### src/design/modexp_pkg.sv
// ----------------------------------------------------------------------------
// modexp_pkg
// Constants shared by the modular exponentiation block.
// ----------------------------------------------------------------------------
package modexp_pkg;

  // Width of the base operand. It is fixed by the interface.
  localparam int BASE_BITS = 63;

  // Counter wide enough to walk every base bit.
  localparam int CNT_BITS = $clog2(BASE_BITS);

  // Modulus after reset: the prime 1e9 + 7.
  localparam logic [30:0] MODULUS_RESET = 31'd1000000007;

endpackage

### src/design/modexp_step.sv
// ----------------------------------------------------------------------------
// modexp_step
// One step of interleaved modular multiplication:
// rem_next = (2 * rem + (bit_in ? addend : 0)) mod modulus.
// It needs rem < modulus and addend <= modulus.
// ----------------------------------------------------------------------------
module modexp_step #(
  parameter int MODULUS_BITS = 31
) (
  input  logic [MODULUS_BITS-1:0] modulus,
  input  logic [MODULUS_BITS-1:0] rem,
  input  logic [MODULUS_BITS-1:0] addend,
  input  logic                    bit_in,
  output logic [MODULUS_BITS-1:0] rem_next
);

  localparam int SUM_BITS = MODULUS_BITS + 2;

  logic [SUM_BITS-1:0] sum;
  logic [SUM_BITS-1:0] mod_x1;
  logic [SUM_BITS-1:0] mod_x2;
  logic [SUM_BITS-1:0] reduced;

  always_comb begin
    sum    = {1'b0, rem, 1'b0} + (bit_in ? {2'b00, addend} : '0);
    mod_x1 = {2'b00, modulus};
    mod_x2 = {1'b0, modulus, 1'b0};
    // The sum stays below three times the modulus, so two trial
    // subtractions are enough.
    if (sum >= mod_x2) begin
      reduced = sum - mod_x2;
    end else if (sum >= mod_x1) begin
      reduced = sum - mod_x1;
    end else begin
      reduced = sum;
    end
    rem_next = reduced[MODULUS_BITS-1:0];
  end

endmodule

### src/design/modular_exponentiation_top.sv
// ----------------------------------------------------------------------------
// modular_exponentiation_top
// Computes base_value ** exponent mod modulus by right-to-left square and
// multiply, on one shared bit-serial modular multiplication step.
//
//   Channel   Signals                        Handshake
//   -------   ----------------------------   -------------------------------
//   config    config_write, config_data      written when config_write high
//   input     start, base_value, exponent    accepted when start & !busy
//   result    done, power_result             valid for the one cycle of done
//
// An item first reduces the base (one bit per cycle), then, for each exponent
// bit up to the highest set one, multiplies the result by the running square
// when the bit is set and then squares, and it ends with a final check of
// the exponent. The multiply step sets the pace.
// busy is high from acceptance until done. rst is synchronous and restores
// the modulus to 1000000007. The receiver cannot stall results.
// ----------------------------------------------------------------------------
module modular_exponentiation_top #(
  parameter int MODULUS_BITS  = 31,
  parameter int EXPONENT_BITS = 63
) (
  input  logic                          clk,
  input  logic                          rst,
  input  logic                          config_write,
  input  logic [MODULUS_BITS-1:0]       config_data,
  input  logic                          start,
  output logic                          busy,
  input  logic [modexp_pkg::BASE_BITS-1:0] base_value,
  input  logic [EXPONENT_BITS-1:0]      exponent,
  output logic                          done,
  output logic [MODULUS_BITS-1:0]       power_result
);

  import modexp_pkg::*;

  localparam logic [2:0] ST_IDLE   = 3'd0;
  localparam logic [2:0] ST_REDUCE = 3'd1;
  localparam logic [2:0] ST_CHECK  = 3'd2;
  localparam logic [2:0] ST_MUL    = 3'd3;
  localparam logic [2:0] ST_SQR    = 3'd4;

  localparam logic [CNT_BITS-1:0] CNT_BASE = CNT_BITS'(BASE_BITS - 1);
  localparam logic [CNT_BITS-1:0] CNT_MUL  = CNT_BITS'(MODULUS_BITS - 1);
  localparam logic [MODULUS_BITS-1:0] ONE  = MODULUS_BITS'(1);

  logic [2:0]                state;
  logic [MODULUS_BITS-1:0]   modulus;
  logic [MODULUS_BITS-1:0]   mod_item;
  logic [MODULUS_BITS-1:0]   acc;
  logic [MODULUS_BITS-1:0]   sq;
  logic [MODULUS_BITS-1:0]   rem;
  logic [MODULUS_BITS-1:0]   mplier;
  logic [BASE_BITS-1:0]      base_sh;
  logic [EXPONENT_BITS-1:0]  exp_sh;
  logic [CNT_BITS-1:0]       cnt;

  logic [MODULUS_BITS-1:0]   step_addend;
  logic                      step_bit;
  logic [MODULUS_BITS-1:0]   rem_next;

  assign busy = (state != ST_IDLE);

  // During base reduction the step adds one input bit at a time; during a
  // multiplication it adds the running square for each set multiplier bit.
  assign step_addend = (state == ST_REDUCE) ? ONE : sq;
  assign step_bit    = (state == ST_REDUCE) ? base_sh[BASE_BITS-1]
                                            : mplier[MODULUS_BITS-1];

  modexp_step #(
    .MODULUS_BITS(MODULUS_BITS)
  ) u_step (
    .modulus  (mod_item),
    .rem      (rem),
    .addend   (step_addend),
    .bit_in   (step_bit),
    .rem_next (rem_next)
  );

  always_ff @(posedge clk) begin
    if (rst) begin
      modulus <= MODULUS_BITS'(MODULUS_RESET);
    end else if (config_write) begin
      modulus <= config_data;
    end
  end

  always_ff @(posedge clk) begin
    if (rst) begin
      state <= ST_IDLE;
      done  <= 1'b0;
    end else begin
      done <= (state == ST_CHECK) && (exp_sh == '0);
      unique case (state)
        ST_IDLE: begin
          if (start) begin
            // A zero modulus behaves as a modulus of one.
            mod_item <= (modulus == '0) ? ONE : modulus;
            acc      <= ONE;
            rem      <= '0;
            base_sh  <= base_value;
            exp_sh   <= exponent;
            cnt      <= CNT_BASE;
            state    <= ST_REDUCE;
          end
        end
        ST_REDUCE: begin
          rem     <= rem_next;
          base_sh <= base_sh << 1;
          cnt     <= cnt - 1'b1;
          if (cnt == '0) begin
            sq    <= rem_next;
            state <= ST_CHECK;
          end
        end
        ST_CHECK: begin
          rem <= '0;
          cnt <= CNT_MUL;
          if (exp_sh == '0) begin
            power_result <= acc;
            state        <= ST_IDLE;
          end else if (exp_sh[0]) begin
            mplier <= acc;
            state  <= ST_MUL;
          end else begin
            mplier <= sq;
            state  <= ST_SQR;
          end
        end
        ST_MUL: begin
          if (cnt == '0) begin
            acc    <= rem_next;
            rem    <= '0;
            mplier <= sq;
            cnt    <= CNT_MUL;
            state  <= ST_SQR;
          end else begin
            rem    <= rem_next;
            mplier <= mplier << 1;
            cnt    <= cnt - 1'b1;
          end
        end
        ST_SQR: begin
          rem    <= rem_next;
          mplier <= mplier << 1;
          cnt    <= cnt - 1'b1;
          if (cnt == '0) begin
            sq     <= rem_next;
            exp_sh <= exp_sh >> 1;
            state  <= ST_CHECK;
          end
        end
        default: begin
          state <= ST_IDLE;
        end
      endcase
    end
  end

endmodule
### config.mk
export PLATFORM = sky130hd
export DESIGN_NAME = modular_exponentiation_top
export DESIGN_NICKNAME = d
export VERILOG_FILES = /design/src/design/modexp_pkg.sv /design/src/design/modexp_step.sv /design/src/design/modular_exponentiation_top.sv
export SDC_FILE = /design/constraint.sdc
export NUM_CORES = 1
export LEC_CHECK = 0
export BUFFER_PORTS_ARGS = -buffer_cell sky130_fd_sc_hd__clkbuf_2
export CAP_MARGIN = 10
export CORE_UTILIZATION = 50
export CTS_BUF_LIST = sky130_fd_sc_hd__clkbuf_16
export DETAILED_ROUTE_END_ITERATION = 16
export GPL_ROUTABILITY_DRIVEN = 0
export PLACE_DENSITY = 0.69
export REMOVE_ABC_BUFFERS = 1
export SYNTH_ARGS = -nofsm -noshare
export SYNTH_HDL_FRONTEND = slang
export SYNTH_SLANG_ARGS = --single-unit
### constraint.sdc
create_clock -name clk -period 12.87 [get_ports clk]
set_input_delay 3.861 -clock clk [delete_from_list [all_inputs] [get_ports clk]]
set_output_delay 3.861 -clock clk [all_outputs]
set_load 0.03 [all_outputs]
# [Yosys cells after proc, flatten, opt, wreduce, memory -nomap -nowiden]
# Cells that the tools add are included.
[classes] addsub=4 mux=29 magnitude_cmp=2 reduce_logical=21 bitwise_logic=1 n_eq_ne=9
[op_table] cell="$mux W31" count=11
[op_table] cell="$pmux W63 S2" count=2
[op_table] cell="$mux W63" count=3
[op_table] cell="$pmux W31 S4" count=1
[op_table] cell="$pmux W31 S3" count=1
[op_table] cell="$logic_not A63 Y1" count=1
[op_table] cell="$pmux W31 S2" count=1
[op_table] cell="$sub A31 B31 Y31" count=2
[op_table] cell="$add A32 B31 Y33" count=1
[op_table] cell="$ge A33 B31 Y1" count=1
[op_table] cell="$ge A33 B32 Y1" count=1
[op_table] cell="$logic_not A31 Y1" count=1
[op_table] cell="$pmux W6 S4" count=1
[op_table] cell="$reduce_and A3 Y1" count=7
[op_table] cell="$mux W3" count=5
[op_table] cell="$mux W6" count=2
[op_table] cell="$pmux W3 S4" count=1
[op_table] cell="$ne A2 B2 Y1 const B" count=4
[op_table] cell="$reduce_and A4 Y1" count=2
[op_table] cell="$eq A3 B2 Y1 const B" count=2
[op_table] cell="$logic_not A6 Y1" count=1
[op_table] cell="$reduce_bool A2 Y1" count=3
[op_table] cell="$reduce_bool A3 Y1" count=2
[op_table] cell="$sub A6 B1 Y6 const B" count=1
[op_table] cell="other kinds (9)" count=9
[word_totals] reg_bits=353 out_inout_bits=33 input_bits=161 elab_cells=78

# [Logic depth before layout (Yosys ltp)]
# Gate-level depths: netlist of run 1.
[depth] depth_word=9 mapped_depth=28 ltp_nobuf=24

# [Hierarchy]
# Synthesis of run 1 repeated with hierarchy kept, for this count alone.
[hier_totals] hier_cells=1859 area_unflattened_um2=19727.7
[modules_own_cells] module="modular_exponentiation_top" instances=1 seq_area_each_um2=10249.8 area_each_um2=14228.6 cells_each=1063
[modules_own_cells] module="modexp_step" instances=1 seq_area_each_um2=0.0 area_each_um2=5499.0 cells_each=796

# [Worst setup path after synthesis of run 1]
# Ideal clock, no wire load.
[synth_timing] path_type="input port to flip-flop" start="input rst" end="register exp_sh[0], enable pin" path_slack_ps=1993 setup_ps=640 n_path_buf=2 arrival_time_ps=10238 required_time_ps=12230 path_stages=3 path_cell_list="clkbuf_1 clkbuf_1 nor4_1"
[synth_via] elab_chain_cells=2
[synth_rtl] item="start, declared" line="modular_exponentiation_top.sv:24" rtl="input logic rst,"
[synth_rtl] item="$not A1 Y1 (no source line)"
[synth_rtl] item="$reduce_and A4 Y1 (no source line)"
[synth_rtl] item="end signal, assigned" line="modular_exponentiation_top.sv:102" rtl="exp_sh <= exponent;"
[synth_rtl] item="end signal, assigned" line="modular_exponentiation_top.sv:149" rtl="exp_sh <= exp_sh >> 1;"
[synth_rtl] item="end, declared" line="modular_exponentiation_top.sv:55" rtl="logic [EXPONENT_BITS-1:0] exp_sh;"
# Every way passes these cells.
# A chain may end at the register's enable or synchronous reset.

# [Final worst setup path of run 1]
[layout_timing] start="register state[0]" end="register acc[21] (data pin)"
[layout_via] elab_chain_cells=9 elab_cells_between_ends=15 classes_between="3 x add/sub; 2 x order compare; 2 x eq/ne; 7 x mux; 1 x reduce/logical"
[layout_rtl] item="start, declared" line="modular_exponentiation_top.sv:47" rtl="logic [2:0] state;"
[layout_rtl] item="start signal, assigned" line="modular_exponentiation_top.sv:90" rtl="state <= ST_IDLE;"
[layout_rtl] item="start signal, assigned" line="modular_exponentiation_top.sv:104" rtl="state <= ST_REDUCE;"
[layout_rtl] item="start signal, assigned" line="modular_exponentiation_top.sv:113" rtl="state <= ST_CHECK;"
[layout_rtl] item="$eq A3 B1 Y1" line="modular_exponentiation_top.sv:66, modular_exponentiation_top.sv:67"
[layout_rtl] item="$mux W31 or $mux W1 (tied branches)" line="modular_exponentiation_top.sv:66, modular_exponentiation_top.sv:67"
[layout_rtl] item="$mux W31" line="modexp_step.sv:25" rtl="sum = {1'b0, rem, 1'b0} + (bit_in ? {2'b00, addend} : '0);"
[layout_rtl] item="$add A32 B31 Y33" line="modexp_step.sv:25"
[layout_rtl] item="$sub A31 B31 Y31 or $ge A33 B31 Y1 (tied branches)" line="modexp_step.sv:33, modexp_step.sv:32"
[layout_rtl] item="$mux W31" line="modexp_step.sv:32" rtl="end else if (sum >= mod_x1) begin"
[layout_rtl] item="$mux W31" line="modexp_step.sv:30" rtl="if (sum >= mod_x2) begin"
[layout_rtl] item="$mux W31" line="modular_exponentiation_top.sv:131" rtl="if (cnt == '0) begin"
[layout_rtl] item="$pmux W31 S2 (*)" line="modular_exponentiation_top.sv:94" rtl="unique case (state)"
[layout_rtl] item="end signal, assigned" line="modular_exponentiation_top.sv:132" rtl="acc <= rem_next;"
[layout_rtl] item="end, declared" line="modular_exponentiation_top.sv:50" rtl="logic [MODULUS_BITS-1:0] acc;"
# Mark *: on every way between the ends. The rest lies on a longest branch, timed or not. The select of a mux whose other input is x is not followed.

==> results of run 1 <==
==> through the flow <==
stage	util, %	instances	setup WS (ns)	total power (uW)	hold slack (ns)
6_report	57.76	2660	5.176	3624	0.4502
3_5_place_dp	54.70	2593	5.321	2580	0.4336
2_1_floorplan	-	1857	2.187	2259	0.4228
5_1_grt	57.76	2660	4.640	3802	0.4608
4_1_cts	57.70	2659	5.331	3618	0.4476
3_3_place_gp	54.70	2593	5.536	2550	0.4327
==> per-layer routing <==
layer,vias up,global-route usage (%)
li1,7424,-
met1,7140,35.86
met2,702,34.75
met3,80,5.588
met4,0,6.602
met5,-,0
==> power groups by stage <==
stage / logic [uW] / registers [uW] / clock network (uW)
6_report: 1200 / 1390 / 1030
4_1_cts: 1170 / 1390 / 1050
2_1_floorplan: 852 / 1410 / 0
5_1_grt: 1310 / 1400 / 1100
3_5_place_dp: 1170 / 1410 / 0
3_3_place_gp: 1140 / 1410 / 0
==> path summary, 6_finish.rpt <==
| path | start | to | slack, ns | cells after the start |
|---|---|---|---|---|
| setup / recovery | state[0] | acc[21] | 5.18 | 22 |
| hold / removal | modulus[23] | mod_item[23] | 0.45 | 0 |
| setup reg to reg | state[0] | acc[21] | 5.18 | 22 |
| hold reg to reg | modulus[23] | mod_item[23] | 0.45 | 0 |
==> cells by family (layout without fill, tap and decap cells) <==
group	Yosys count	count (layout)
flip-flops	353	353
AO/OA/AOI/OAI	400	400
AND/OR/NAND/NOR	797	797
buffers and inverters	218	382
multiplexers	36	36
XOR/XNOR	78	78
adder cells (fa/ha/maj)	96	96
==> sequential cells by signal, summed over array words and instances (netlist names) <==
name and count:
acc 31, base_sh 63, cnt 6, done 1, exp_sh 63, mod_item 31, modulus 31, mplier 31
power_result 31, rem 31, sq 31, state 3
==> cell type report <==
cell class              count  area, um^2
repair buffers            219        1179
multi-input cells        1407        8871
well taps                 518       648.1
fillers                  3389       16440
clock buffers              39       975.9
flip-flops and latches    353       10250
clock inverters            27       191.4
inverters                  97       364.1
==> placed cells by master (no fill, tap or decap), types with 14 or more instances in the layout <==
cell type	count
o21ai_0	45
xnor2_1	50
clkbuf_16	40
nor2b_1	36
nor3_1	27
a21oi_1	93
mux2i_2	14
a211oi_1	54
and3_1	44
nor4_1	28
nand2b_1	16
a211o_1	19
clkbuf_2	193
nor2_1	102
a21o_1	35
inv_1	108
ha_1	93
edfxtp_1	318
nand2_1	465
o21bai_1	15
dfxtp_1	35
xor2_1	28
a222oi_1	30
nand3_1	18
buf_4	25
mux2i_1	19
==> metrics.md, run 1 <==
| Metric | Value |
|---|---|
| Status | complete, no violations |
| Area contributors post-synth | edfxtp_1 (48%), nand2_1 (8.8%), ha_1 (5.9%), dfxtp_1 (3.5%), a21oi_1 (2.4%) |
| CP Class | flop to flop |
| First-pass DRT Iterations | 8 |
| Yosys warning count | 0 |
| Most frequent CP cell | a211oi_1 |
| #FFs+latches synth | between 300 and 400 |
| Required time worst endpoint | approximately 13 ns |
| CP Max Fanout | 32 |
| Combinational fraction of design power | approximately 33% |
| First-pass GRT wire length | approximately 80000 um |
| Max layer used | met4 |
| EDFF count, synth | about 320 |
| PortBufs | roughly 190 |
| Antenna viol nets, final | 0 |
| Met1 wire length | approximately 22000 um |
| Chip height | 201.4 um |
| Mapped cell area | just under 20000 um^2 |
| CTS buffer count | 37 |
| Fin crit period | 7.694 ns |
| Nets | between 2000 and 2500 |
| Final setup viols | 0 |
| Pin count of the biggest net entering global routing | 76 |
| Fraction of registers with async set/reset | 0% |
| Root buffer cell | clkbuf_16 |
| Routed wire length | between 40000 and 50000 um |
| Static Leak | between 0.009 and 0.01 uW |
| Vias after detailed routing | roughly 15000 |
| # IOs | 194 |
| Internal power | about 2400 uW |
| CP peak stage delay | 0.93 ns |
| Sequential share of the synthesized area | 51.54% |
| Per-cell routed wire length | 18.36 um |
| Dpl hpwl | 35010 um |
| Sequential power share | between 30% and 40% |
| Adder-cell share of the synthesized area | 6.153% |
| Setup TNS | 0 ns |
| Hold WC Path Type | flop to flop |
| Diode count | 0 |
| Critical-path cell list | nor2b_1 -> nand2b_2 -> and3_1 -> ha_1 -> a211oi_1 -> o211ai_1 -> a211oi_1 -> o32ai_1 -> nor2_1 -> o22ai_1 -> mux2_2 -> a211oi_1 -> ha_1 -> a21oi_1 -> o21ai_0 -> a2111o_1 -> o22ai_1 -> o21ai_1 -> buf_4 -> a21o_2 -> mux2i_2 -> a211oi_1 |
| Die span in x | between 200 and 250 um |
| Clock Path Buffers | 3 |
| Crit-path leading delay family | compound AO/OA/AOI/OAI gates |
| Switch share | approximately 34% |
| Starting Density | around half |
| WL met3 | roughly 4900 um |
| Setup bufs post-CTS | 0 |
| CP Buf/Inv Count | 1 |
| Via/cell ratio | 5.769 |
| Fmax | roughly 130 MHz |
| Max-Cap Viols | 0 |
| TritonCTS clock tree | yes |
| Residual DRC | 0 |
| Synth area leader | edfxtp_1 |
| Site row count | around 70 |
| DP Area | 21290 um^2 |
| Final period utilization | 59.78% |
| Max transition margin | between 10% and 20% |
| Final-report hold violation count | 0 |
| Count of cell types in the netlist | 74 |
| Worst vdd ir | 0.00007950 V |
| Initial drt markers | 1476 |
| Antenna violations before repair | 0 |
| Post-route cell area | between 20000 and 25000 um^2 |
| Worst Setup End Kind | flop |
| Synth Area in Simple Gates | between 15 and 20% |
| CTS clk-pin slew, worst paths | 0.07 ns |
| Mean Syn Cell Area | around 10 um^2 |
| Sw Pwr | ~1200 uW |
| Clock Skew | ~0.025 ns |
| RSZ-0062 raised after global routing | no |
| Critical Path AT | 7.97 ns |
| Clk sinks | ~350 |
| Gr ovfl total | 0 |
| CTS H-Tree Depth | 2 |
| Post-cts resize count | 0 |
| Share of Yosys cell area claimed by the top area cell type | 48.02% |
| Syn-to-layout area delta | 13.04% |
| Met2 wire length | 20600 um |
| Hold buffers post-CTS | 0 |
| Startpoint type of the worst setup path | flop |
| Worst-Skew Late Latency | approximately 0.56 ns |
| Multiplexer share of the synthesized area | 2.114% |
| Slowest CP cell | a21o_2 |
| Core ar. | approximately 39000 um^2 |
| Post-Syn Instances | around 2000 |
| Synth top cells by count | nand2_1 (466), edfxtp_1 (318), clkbuf_1 (107), nor2_1 (105), inv_1 (97) |
| Main combinational cell family by area after synthesis | simple AND/OR/NAND/NOR gates |
| Worst-Margin Slew | 1.202 ns |
| Synth Area in XOR/XNOR | around 3.4% |
| Vias in the first global route | between 10000 and 15000 |
| Count leader, synth | nand2_1 |
| Slew Viols, Final | 0 |
| Clock share of power | roughly 28% |
| Ratio of cells with drive above 1 in the final layout | 15.64% |
| Die area | ~41000 um^2 |
| Most used DFF post-synth | edfxtp_1 |
| Post-synthesis compound-gate area fraction | between 10% and 20% |
| Gr usage total | between 20% and 30% |
| PwrDens | between 150 and 200 nW/um^2 |
(Power assumes the default switching activity.)
==> run 2: changes to the inputs <==
==> constraint.sdc (replaced) <==
create_clock -name clk -period 7.5 [get_ports clk]
set_input_delay 2.25 -clock clk [delete_from_list [all_inputs] [get_ports clk]]
set_output_delay 2.25 -clock clk [all_outputs]
set_load 0.03 [all_outputs]
==> run 2 against run 1 <==
Power grew 73%. Final cell count grew 0.26%. Critical path depth up 2.
==> metrics.md, run 2 (synthesized netlist as in run 1, its figures left out) <==
| Metric | Value |
|---|---|
| Worst Hold Path Cells | 0 |
| Critical Path AT | around 7.4 ns |
| CTS clk-pin slew, worst paths | around 0.060 ns |
| Routed wire length | ~49000 um |
| Post-route cell area | around 23000 um^2 |
| Die area | around 41000 um^2 |
| CP peak stage delay | 0.50 ns |
| CP Class | flop to flop |
| Slowest CP cell | dfxtp_2 |
| Gr usage total | 23.82% |
| Status | complete, no violations |
| Max-Cap Viols | 0 |
| Startpoint type of the worst setup path | flop |
| Chip height | 201.4 um |
| Antenna viol nets, final | 0 |
| DP Area | about 21000 um^2 |
| First-pass DRT Iterations | 7 |
| Worst Setup End Kind | flop |
| Vias in the first global route | about 14000 |
| Worst-Margin Slew | between 1 and 1.5 ns |
| FF/Latch Area | slightly above 10000 um^2 |
| Setup TNS | 0 ns |
| Worst-Skew Late Latency | approximately 0.56 ns |
| CP Buf/Inv Count | 1 |
| Dpl hpwl | 35110 um |
| Gr ovfl total | 0 |
| PortBufs | between 150 and 200 |
| Per-cell routed wire length | roughly 18 um |
| Fin crit period | 7.058 ns |
| Core ar. | roughly 39000 um^2 |
| Vias after detailed routing | around 15000 |
| Setup bufs post-CTS | 0 |
| # IOs | between 150 and 200 |
| Cells after DPL | around 2600 |
| Max transition margin | between 10% and 20% |
| Crit-path leading delay family | simple AND/OR/NAND/NOR gates |
| Hold_ws | between 0.4 and 0.5 ns |
| Die span in x | 201.4 um |
| Required time worst endpoint | slightly below 8 ns |
| Slew Viols, Final | 0 |
| CTS H-Tree Depth | 2 |
| Nets | 2377 |
| R2R depth | 24 |
| Residual DRC | 0 |
| Starting Density | 51.10% |
| Static Leak | approximately 0.0095 uW |
| PwrDens | approximately 280 nW/um^2 |
| Final period utilization | a little over nine tenths |
| Clock Path Buffers | 3 |
| CP Depth | 24 |
| Pin count of the biggest net entering global routing | 75 |
| Fmax | approximately 140 MHz |
| Hold WC Path Type | flop to flop |
| Syn-to-layout area delta | 13.45% |
| CP Max Fanout | 25 |
| Area of the multi-input gates | between 8000 and 9000 um^2 |
| Hold buffers post-CTS | 0 |
| Final setup viols | 0 |
| TritonCTS clock tree | yes |
| Root buffer cell | clkbuf_16 |
| Site row count | 72 |
| Ratio of cells with drive above 1 in the final layout | 16.01% |
| CTS buffer count | 38 |
| Filler Cell Count | approximately 3300 |
| RSZ-0062 raised after global routing | no |
| Clock Skew | 0.02245 ns |
| Final cell count without fillers | ~2700 |
| First-pass GRT wire length | around 77000 um |
| Initial drt markers | 1584 |
| Top Registers | base_sh x63, exp_sh x63 |
| Via/cell ratio | 5.714 |
| Diode count | 0 |
| Most common cell after layout, fill and taps aside | nand2_1 |
| Worst vdd ir | roughly 0.00017 V |
| Antenna violations before repair | 0 |
| Post-cts resize count | 0 |
| Critical-path cell list | nor2b_1 -> nand2b_2 -> and3_1 -> ha_1 -> fa_1 -> a211oi_1 -> o21bai_1 -> nand3_1 -> a21oi_1 -> o21bai_1 -> a21boi_0 -> nor4_1 -> nor2_1 -> ha_1 -> and3_1 -> nand4_1 -> nor4_1 -> a2111o_1 -> o22ai_1 -> o21ai_1 -> a21o_2 -> buf_12 -> mux2_4 -> mux2i_1 |
| Final-report hold violation count | 0 |
| Clk sinks | 353 |
| Most frequent cells in the layout | nand2_1 (465), edfxtp_1 (318), clkbuf_2 (193), inv_1 (107), nor2_1 (102) |
## run 2: metrics by stage
step	utilization [%]	total power [uW]	setup slack (ns)
floorplan	-	3876	-2.719
global placement	54.86	4406	0.5992
detailed placement	54.86	4452	0.4612
CTS	57.96	6264	0.4304
global route	57.97	6566	0.04762
finish	57.97	6280	0.4420
## run 2: final cells by class
cell class	count	area share, %
flip-flops and latches	353	45.44
well taps	518	2.873
multi-input cells	1407	39.33
inverters	97	1.614
clock buffers	40	4.437
repair buffers	223	5.391
clock inverters	29	0.9206
## run 2: metal layers
layer | wire length, um | GRT usage, % | vias to the layer above
li1 | - | - | 7439
met2 | 20400 | 34.62 | 669
met1 | 22940 | 35.94 | 7060
met5 | 0 | 0 | -
met3 | 4318 | 4.908 | 70
met4 | 953 | 6.358 | 0
## run 2: report_power, final
group	switching (uW)	internal, uW
Sequential	51.2	2330
Combinational	1330	773
Clock	785	1010
## run 2: path summary, 6_finish.rpt
path,from,endpoint,slack [ns]
min,modulus[23],mod_item[23],0.45
max reg2reg,state[0],sq[1],0.44
max,state[0],sq[1],0.44
min reg2reg,modulus[23],mod_item[23],0.45
